$ cat src/cdte_pkg.sv
// Shared constants, types and the month table for the civil date to epoch converter.
`default_nettype none
package cdte_pkg;

	localparam int YearW  = 12;
	localparam int MonthW = 4;
	localparam int DayW   = 5;
	localparam int HourW  = 5;
	localparam int MinW   = 6;
	localparam int SecW   = 6;
	localparam int EpochW = 32;
	localparam int DaysW  = 21;
	localparam int TodW   = 17;

	localparam logic [YearW-1:0]  EpochYear    = 12'd1970;
	localparam logic [12:0]       Recip100     = 13'd5243;
	localparam int                RecipShift   = 19;
	localparam logic [DaysW-1:0]  LeapsToEpoch = 21'd477;
	localparam logic [8:0]        DaysPerYear  = 9'd365;
	localparam logic [16:0]       SecsPerDay   = 17'd86400;
	localparam logic [11:0]       SecsPerHour  = 12'd3600;
	localparam logic [5:0]        SecsPerMin   = 6'd60;
	localparam logic [6:0]        Hundred      = 7'd100;
	localparam logic [MonthW-1:0] MonthFeb     = 4'd2;

	typedef struct packed {
		logic s1;
		logic s2;
		logic s3;
		logic s4;
	} stage_en_t;

	function automatic logic [8:0] month_offset(input logic [MonthW-1:0] month);
		logic [8:0] off;
		case (month)
			4'd0, 4'd1: off = 9'd0;
			4'd2:       off = 9'd31;
			4'd3:       off = 9'd59;
			4'd4:       off = 9'd90;
			4'd5:       off = 9'd120;
			4'd6:       off = 9'd151;
			4'd7:       off = 9'd181;
			4'd8:       off = 9'd212;
			4'd9:       off = 9'd243;
			4'd10:      off = 9'd273;
			4'd11:      off = 9'd304;
			default:    off = 9'd334;
		endcase
		return off;
	endfunction

endpackage
`default_nettype wire

$ cat src/cdte_days.sv
// Day count stages: leap counting by reciprocal division, month table and time of day.
`default_nettype none
module cdte_days import cdte_pkg::*; (
	input  wire logic              clk,
	input  wire stage_en_t         en,
	input  wire logic [YearW-1:0]  year_value,
	input  wire logic [MonthW-1:0] month_value,
	input  wire logic [DayW-1:0]   day_value,
	input  wire logic [HourW-1:0]  hour_value,
	input  wire logic [MinW-1:0]   minute_value,
	input  wire logic [SecW-1:0]   second_value,
	output logic [DaysW-1:0]       days_s2,
	output logic [TodW-1:0]        tod_s2
);

	logic [YearW-1:0]  ym1;
	logic [24:0]       prod_y;
	logic [24:0]       prod_ym1;
	logic [22:0]       prod_q;

	logic [YearW-1:0]  year_s1;
	logic [YearW-1:0]  ym1_s1;
	logic [5:0]        q100_y_s1;
	logic [5:0]        q100_ym1_s1;
	logic [3:0]        q400_ym1_s1;
	logic              after_s1;
	logic [MonthW-1:0] month_s1;
	logic [DayW-1:0]   day_s1;
	logic [TodW-1:0]   tod_s1;

	logic              leap;
	logic [12:0]       hund;
	logic [DaysW-1:0]  leaps;
	logic [DaysW-1:0]  whole;
	logic [DaysW-1:0]  days;

	always_comb begin
		ym1      = year_value - 12'd1;
		prod_y   = 25'(year_value) * 25'(Recip100);
		prod_ym1 = 25'(ym1) * 25'(Recip100);
		prod_q   = 23'(ym1[YearW-1:2]) * 23'(Recip100);
	end

	always_ff @(posedge clk) begin
		if (en.s1) begin
			year_s1     <= year_value;
			ym1_s1      <= ym1;
			q100_y_s1   <= prod_y[RecipShift +: 6];
			q100_ym1_s1 <= prod_ym1[RecipShift +: 6];
			q400_ym1_s1 <= prod_q[RecipShift +: 4];
			after_s1    <= year_value > EpochYear;
			month_s1    <= month_value;
			day_s1      <= day_value;
			tod_s1      <= TodW'(hour_value) * TodW'(SecsPerHour)
			             + TodW'(minute_value) * TodW'(SecsPerMin)
			             + TodW'(second_value);
		end
	end

	always_comb begin
		hund  = 13'(q100_y_s1) * 13'(Hundred);
		leap  = (year_s1[1:0] == 2'd0)
		     && (({1'b0, year_s1} != hund) || (q100_y_s1[1:0] == 2'd0));
		leaps = DaysW'(ym1_s1[YearW-1:2]) - DaysW'(q100_ym1_s1) + DaysW'(q400_ym1_s1);
		whole = '0;
		if (after_s1) begin
			whole = DaysW'(year_s1 - EpochYear) * DaysW'(DaysPerYear) + leaps - LeapsToEpoch;
		end
		days = whole + DaysW'(month_offset(month_s1)) + DaysW'(day_s1)
		     + DaysW'(leap && (month_s1 > MonthFeb));
	end

	always_ff @(posedge clk) begin
		if (en.s2) begin
			days_s2 <= days;
			tod_s2  <= tod_s1;
		end
	end

endmodule
`default_nettype wire

$ cat src/cdte_secs.sv
// Seconds stages: scale the day count, take off one day and add the time of day modulo 2^32.
`default_nettype none
module cdte_secs import cdte_pkg::*; (
	input  wire logic             clk,
	input  wire stage_en_t        en,
	input  wire logic [DaysW-1:0] days_s2,
	input  wire logic [TodW-1:0]  tod_s2,
	output logic [EpochW-1:0]     secs_s4
);

	logic [37:0]       prod;
	logic [EpochW-1:0] dsec_s3;
	logic [TodW-1:0]   tod_s3;

	assign prod = 38'(days_s2) * 38'(SecsPerDay);

	always_ff @(posedge clk) begin
		if (en.s3) begin
			dsec_s3 <= prod[EpochW-1:0];
			tod_s3  <= tod_s2;
		end
	end

	always_ff @(posedge clk) begin
		if (en.s4) begin
			secs_s4 <= dsec_s3 - EpochW'(SecsPerDay) + EpochW'(tod_s3);
		end
	end

endmodule
`default_nettype wire

$ cat src/civil_date_to_epoch_seconds.sv
// Top level of the civil date to epoch seconds converter.
// Pipeline: four register stages, s1 to s4.
// Throughput: one transaction per cycle while out_stall is low; set by the four-stage pipeline.
// A stall holds each occupied stage with no empty stage ahead of it; stages behind a gap still advance.
// Reset clears the stage valid bits only.
`default_nettype none
module civil_date_to_epoch_seconds import cdte_pkg::*; (
	input  wire logic              clk,
	input  wire logic              arst_n,
	input  wire logic              in_valid,
	output logic                   in_stall,
	input  wire logic [YearW-1:0]  year_value,
	input  wire logic [MonthW-1:0] month_value,
	input  wire logic [DayW-1:0]   day_value,
	input  wire logic [HourW-1:0]  hour_value,
	input  wire logic [MinW-1:0]   minute_value,
	input  wire logic [SecW-1:0]   second_value,
	output logic                   out_valid,
	input  wire logic              out_stall,
	output logic [EpochW-1:0]      epoch_seconds
);

	logic             valid_s1;
	logic             valid_s2;
	logic             valid_s3;
	logic             valid_s4;
	stage_en_t        en;
	logic [DaysW-1:0] days_s2;
	logic [TodW-1:0]  tod_s2;

	always_comb begin
		en.s4 = !valid_s4 || !out_stall;
		en.s3 = !valid_s3 || en.s4;
		en.s2 = !valid_s2 || en.s3;
		en.s1 = !valid_s1 || en.s2;
	end

	assign in_stall  = !en.s1;
	assign out_valid = valid_s4;

	always_ff @(posedge clk or negedge arst_n) begin
		if (!arst_n) begin
			valid_s1 <= 1'b0;
			valid_s2 <= 1'b0;
			valid_s3 <= 1'b0;
			valid_s4 <= 1'b0;
		end else begin
			if (en.s1) valid_s1 <= in_valid;
			if (en.s2) valid_s2 <= valid_s1;
			if (en.s3) valid_s3 <= valid_s2;
			if (en.s4) valid_s4 <= valid_s3;
		end
	end

	cdte_days u_days (
		.clk          (clk),
		.en           (en),
		.year_value   (year_value),
		.month_value  (month_value),
		.day_value    (day_value),
		.hour_value   (hour_value),
		.minute_value (minute_value),
		.second_value (second_value),
		.days_s2      (days_s2),
		.tod_s2       (tod_s2)
	);

	cdte_secs u_secs (
		.clk     (clk),
		.en      (en),
		.days_s2 (days_s2),
		.tod_s2  (tod_s2),
		.secs_s4 (epoch_seconds)
	);

endmodule
`default_nettype wire

$ cat config.mk
export PLATFORM = sky130hd
export DESIGN_NAME = civil_date_to_epoch_seconds
export DESIGN_NICKNAME = d
export VERILOG_FILES = /design/src/cdte_pkg.sv /design/src/cdte_days.sv /design/src/cdte_secs.sv /design/src/civil_date_to_epoch_seconds.sv
export SDC_FILE = /design/constraint.sdc
export NUM_CORES = 1
export LEC_CHECK = 0
export ABC_CLOCK_PERIOD_IN_PS = 11600
export BUFFER_PORTS_ARGS = -buffer_cell sky130_fd_sc_hd__clkbuf_2
export CORE_MARGIN = 10
export CORE_UTILIZATION = 35
export CTS_CLUSTER_SIZE = 24
export DETAILED_ROUTE_END_ITERATION = 8
export GPL_ROUTABILITY_DRIVEN = 0
export SLEW_MARGIN = 0
export SYNTH_ARGS = -nofsm -noshare
export SYNTH_HDL_FRONTEND = slang
export SYNTH_SLANG_ARGS = --single-unit
export TNS_END_PERCENT = 20
$ cat constraint.sdc
create_clock -name clk -period 11.6 [get_ports clk]
set_input_delay 1.16 -clock clk [delete_from_list [all_inputs] [get_ports clk]]
set_output_delay 1.16 -clock clk [all_outputs]
set_load 0.05 [all_outputs]
**Yosys cells after proc, flatten, opt, wreduce, memory -nomap -nowiden**

Memory sizes are Yosys's and may differ from the RTL's. A register that Yosys moved wholly into a read port is not among the register bits.
Index checks and enable logic that the tools add are counted.

- Memories kept: 1
- Logic and storage cells: 60
- Input bits: 42
- Register bits after elaboration: 183
- Output and inout bits: 34
- Memory bits (read-only): 144

Memory list:

| memory | words | bits a word | rd ports | clocked after Yosys merged registers in | wr ports | line | text |
|---|---|---|---|---|---|---|---|
| (name not given) | 16 | 9 | 1 | 1 | 0 | cdte_pkg.sv:35 | `case (month)` |

- Add/subtract/negate cells: 13
- $mul: 8
- $lt $le $gt $ge: 2
- Reductions and logical operators: 15
- Equal/unequal tests: 1
- Multiplexer cells: 2

Operators with widths:

| cell | number |
|---|---|
| $mul A12 B13 Y25 const B | 2 |
| $add A32 B17 Y32 | 1 |
| $sub A32 B17 Y32 const B | 1 |
| $mul A21 B10 Y25 const B | 1 |
| $mul A10 B13 Y23 const B | 1 |
| $add A21 B1 Y21 | 1 |
| $add A21 B21 Y21 | 1 |
| $add A21 B4 Y21 | 1 |
| $add A21 B5 Y21 | 1 |
| $add A21 B9 Y21 | 1 |
| $mul A21 B9 Y21 const B | 1 |
| $mux W21 | 1 |
| $sub A21 B9 Y21 const B | 1 |
| $add A17 B12 Y17 | 1 |
| $add A17 B6 Y17 | 1 |
| $mul A5 B8 Y13 const B | 1 |
| $ne A12 B13 Y1 | 1 |
| $sub A12 B11 Y13 const B | 1 |
| $gt A12 B11 Y1 const B | 1 |
| $sub A12 B1 Y12 const B | 1 |
| $mul A6 B5 Y11 const B | 1 |
| $sub A10 B6 Y11 | 1 |
| $mul A6 B4 Y10 const B | 1 |
| $logic_not A1 Y1 | 6 |
| 5 further kinds | 11 |

**Longest topological paths before layout**

- Word-level depth: 8
- Gate-level depth with buffers: 29
- Mapped depth without buffers: 29

**Modules after synthesis**

From an unflattened synthesis, not the netlist that was laid out.

- Cell total of the unflattened synthesis: 2,303
- Area, all modules: 23,939.2 µm²

By module, submodules not included:

| module | sequential area each (µm²) | cells an instance | instances | area each (µm²) |
|---|---|---|---|---|
| cdte_days | 3,273.1 | 1,667 | 1 | 17,133.9 |
| cdte_secs | 2,222.1 | 622 | 1 | 6,637.6 |
| civil_date_to_epoch_seconds | 100.1 | 14 | 1 | 167.7 |

**Least setup slack after synthesis**

Ideal clock, no wire load.

- Path kind: input-to-reg
- Start point: input port year_value[0]
- End point: register u_days.q100_ym1_s1[5] (data pin)
- Path buffers: 1
- Required time: 11,334 ps
- Arrival: 7,163 ps
- Setup time: 266 ps
- Stages on the path: 25
- Setup slack: 4,171 ps
- Path through: clkbuf_1 > inv_1 > ha_1 > nand2_1 > nand2_1 > and3_1 > and3_1 > xnor2_1 > inv_1 > fa_1 > inv_1 > fa_1 > inv_1 > fa_1 > inv_1 > fa_1 > inv_1 > fa_1 > ha_1 > a2111oi_0 > o21a_1 > nand3_1 > a221o_1 > a21boi_0 > xor2_1

- Longest elaborated chain between the ends: 2

RTL lines:

| what | line | text |
|---|---|---|
| from (decl) | civil_date_to_epoch_seconds.sv:12 | `input wire logic [YearW-1:0] year_value,` |
| $sub A12 B1 Y12 | cdte_days.sv:38 | `ym1 = year_value - 12'd1;` |
| via u_days.ym1[10] | cdte_days.sv:16 | `logic [YearW-1:0] ym1;` |
| $mul A12 B13 Y25 | cdte_days.sv:40 | `prod_ym1 = 25'(ym1) * 25'(Recip100);` |
| via u_days.prod_ym1[24] | cdte_days.sv:18 | `logic [24:0] prod_ym1;` |
| to (signal assigned) | cdte_days.sv:49 | `q100_ym1_s1 <= prod_ym1[RecipShift +: 6];` |
| to (decl) | cdte_days.sv:24 | `logic [5:0] q100_ym1_s1;` |

The timed path passes the listed nets, and every way through them passes these cells.
A chain may end at the register's enable or synchronous reset.

**Worst setup path in the final report**

Ends and elaborated chain as after synthesis.

==> metrics.yaml <==
clocking:
  post_cts_resize_count: 0
  postCtsSetupBuffers: 0
  cts_made_buffers: 17
  cts.hold.buffers_added: 0
  cts_tree: "done"
  clockBufferDepth: 2
  cts_root_buf: "clkbuf_16"
  clock_sinks: 190
  insertion_delay_ns: 0.45
  clk_pin_slew_ns: 0.08
  htree_levels: 4
timing:
  setup_viol: 0
  fmax_mhz: 130
  tns_ns: 0
  period_share_pct: 66.1
  hold_viol: 0
  clock_skew_ns: 0.0128
  tightestPinTransition_ns: 0.912
  fin_crit_ns: 7.67
  maxSlewHeadroom_pct: 38.8
  slew_viol_final: 0
  rsz0062_at_grt: "no"
floorplanning:
  fp.dieW_um: 279
  initial_core_util_pct: 35.4
  num_io_pins: 76
  placementRows: 94
  die_area_um2: 77700
  die_y_um: 279
  core_um2: 66100
setup_path:
  r2r-end: "u_days.days_s2[19]"
  crit_required_ns: 11.80
  cp-start-kind: "primary input"
  critPathKind: "in2reg"
  ff2ff_setup_slack_ns: 4.22
  cp.arrival_ns: 7.87
  cp_slowest_cell: "fa_1"
  worstRegToRegCells: 24
  crit_family: "adder cells"
  endpoint_kind: "flop"
  crit_top_cell: "inv_1"
  rr_startpoint: "u_days.year_s1[1]"
  path_buf_inv: 7
  crit_path_max_incr_delay_ns: 0.59
  worstPathMaxFanout: 13
drt:
  routed_via_density: 4.67
  via_count: 15000
  wl_per_cell_um: 14.0
  dr.pass1.iters: 5
  routed_wl_um: 44800
  initialDrtViolationCount: 546
  ant_nets: 0
  drc: 0
min_path:
  min_path_cells: 0
  hp-class: "reg2reg"
  worstHoldStart: "u_days.tod_s2[7]"
  hold_end: "u_secs.tod_s3[7]"
placed_design:
  hpwl_um: 38500
  port_buffers: 75
synthesis:
  synth_top_family_by_area: "adder cells"
  synth_common_cells: "inv_1 (541), ha_1 (468), fa_1 (239)"
  ys_seq_area_share_pct: 23.9
  synth_flop_cell: "edfxtp_1"
  synth_mux_area_share_pct: 0.582
  synth_warnings: 0
  synth_top_area_cell: "ha_1"
  syn_area_um2: 23400
  synthCells: 2241
  synth-simple-area-share_pct: 6.35
  synth_edf_count: 177
  synth.avg_cell_area_um2: 10.5
  synthXorXnorAreaFrac_pct: 6.36
  netlist_top_cells_area: "ha_1 (25%), edfxtp_1 (23%), fa_1 (20%)"
  yosysMostFrequentCell: "inv_1"
  synth_seq_cells: 190
  yosysTopAreaCellShare_pct: 25.0
  synth_compound_area_share_pct: 8.56
  async_flop_share_pct: 2.11
  synth_fa_ha_area_share_pct: 45.4
  ys_types: 66
  syn_nets: 2990
final_layout:
  final_nets: 3080
  drive_above_1_share_pct: 5.67
  multi_input_area_um2: 15800
  fill_cells: 6509
  syn2layout_area_growth_pct: 8.88
  seqCellArea_um2: 5600
  diodes: 0
flow_run:
  cap_violations: 0
global_routing:
  grt_pass1_vias: 16200
  antenna_found_initial: 3
  groute.usage.overall_pct: 11.9
  grt_max_degree: 65
  grt_overflow: 0
  grt_pass1_wl_um: 76700
run_status:
  status: "finished clean"
## cells in the final DEF (no fill, tap or decap), types with 20 or more instances in the layout
cell type | netlist | layout
nand3_1 | 21 | 20
inv_1 | 541 | 541
a21o_1 | 42 | 42
nor3_1 | 27 | 27
ha_1 | 468 | 468
xor2_1 | 43 | 43
clkbuf_2 | 0 | 75
fa_1 | 239 | 239
edfxtp_1 | 177 | 177
a21oi_1 | 88 | 88
xnor2_1 | 127 | 127
o21ai_0 | 56 | 56
nor2_1 | 87 | 87
nand2_1 | 76 | 76
## routing by layer
layer	up-vias	track usage (%)	wire length, µm
met1	7181	14.0	19700
met2	170	21.7	22800
li1	7561	-	-
met3	57	2.29	1470
met4	6	2.95	695
met5	-	0	42
## registers in the layout, summed over array words and instances, names as in the netlist, named ones only
name                count
u_days.q100_y_s1        6
u_days.year_s1         12
u_days.q100_ym1_s1      6
valid_s1                1
valid_s2                1
u_days.tod_s2          17
u_secs.dsec_s3         25
u_secs.secs_s4         32
valid_s3                1
u_days.after_s1         1
out_valid               1
u_days.month_s1         4
u_days.days_s2         21
u_days.tod_s1          17
u_days.day_s1           5
u_days.q400_ym1_s1      4
u_days.ym1_s1          10
u_secs.tod_s3          17
## cells by family after synthesis
logic type | Yosys count
compound gates | 305
mux | 12
fa+ha+maj | 707
xor+xnor | 170
flops | 190
buf+inv | 551
simple gates | 306
## per-stage QoR
| step | std cells | cell area, µm² | util [%] | hold slack [ns] | setup slack, ns |
|---|---|---|---|---|---|
| 2_1_floorplan | 2241 | 23400 | - | 0.400 | 4.17 |
| 3_3_place_gp | 3176 | 24900 | 37.7 | 0.403 | 3.69 |
| 3_5_place_dp | 3176 | 24900 | 37.7 | 0.405 | 3.43 |
| 4_1_cts | 3208 | 25500 | 38.6 | 0.423 | 3.93 |
| 5_1_grt | 3208 | 25500 | 38.6 | 0.429 | 3.53 |
| 6_report | 3208 | 25500 | 38.6 | 0.419 | 3.93 |
## layout make-up
type                       instances  area share, %
clock buffer                      20           1.79
tap                              864           4.24
multi-input combinational       1500           61.8
inverter                         541           7.96
sequential                       190           21.9
timing repair buffer              81           1.65
clock inverter                    12          0.579
## how the worst max path moves through the flow
stage | cells past startpoint | start | slack, ns | end
3_3_place_gp | 25 | year_value[0] | 3.69 | u_days.q100_ym1_s1[5]
3_5_place_dp | 25 | year_value[0] | 3.43 | u_days.q100_ym1_s1[5]
5_1_grt | 27 | year_value[1] | 3.53 | u_days.q100_ym1_s1[5]
2_1_floorplan | 25 | year_value[0] | 4.17 | u_days.q100_ym1_s1[5]
4_1_cts | 25 | year_value[0] | 3.93 | u_days.q100_ym1_s1[5]
6_report | 25 | year_value[0] | 3.93 | u_days.q100_ym1_s1[5]
Power is left out: the tool's default activity adds up to more than one toggle a clock period on the data nets, which glitch-free logic cannot reach.
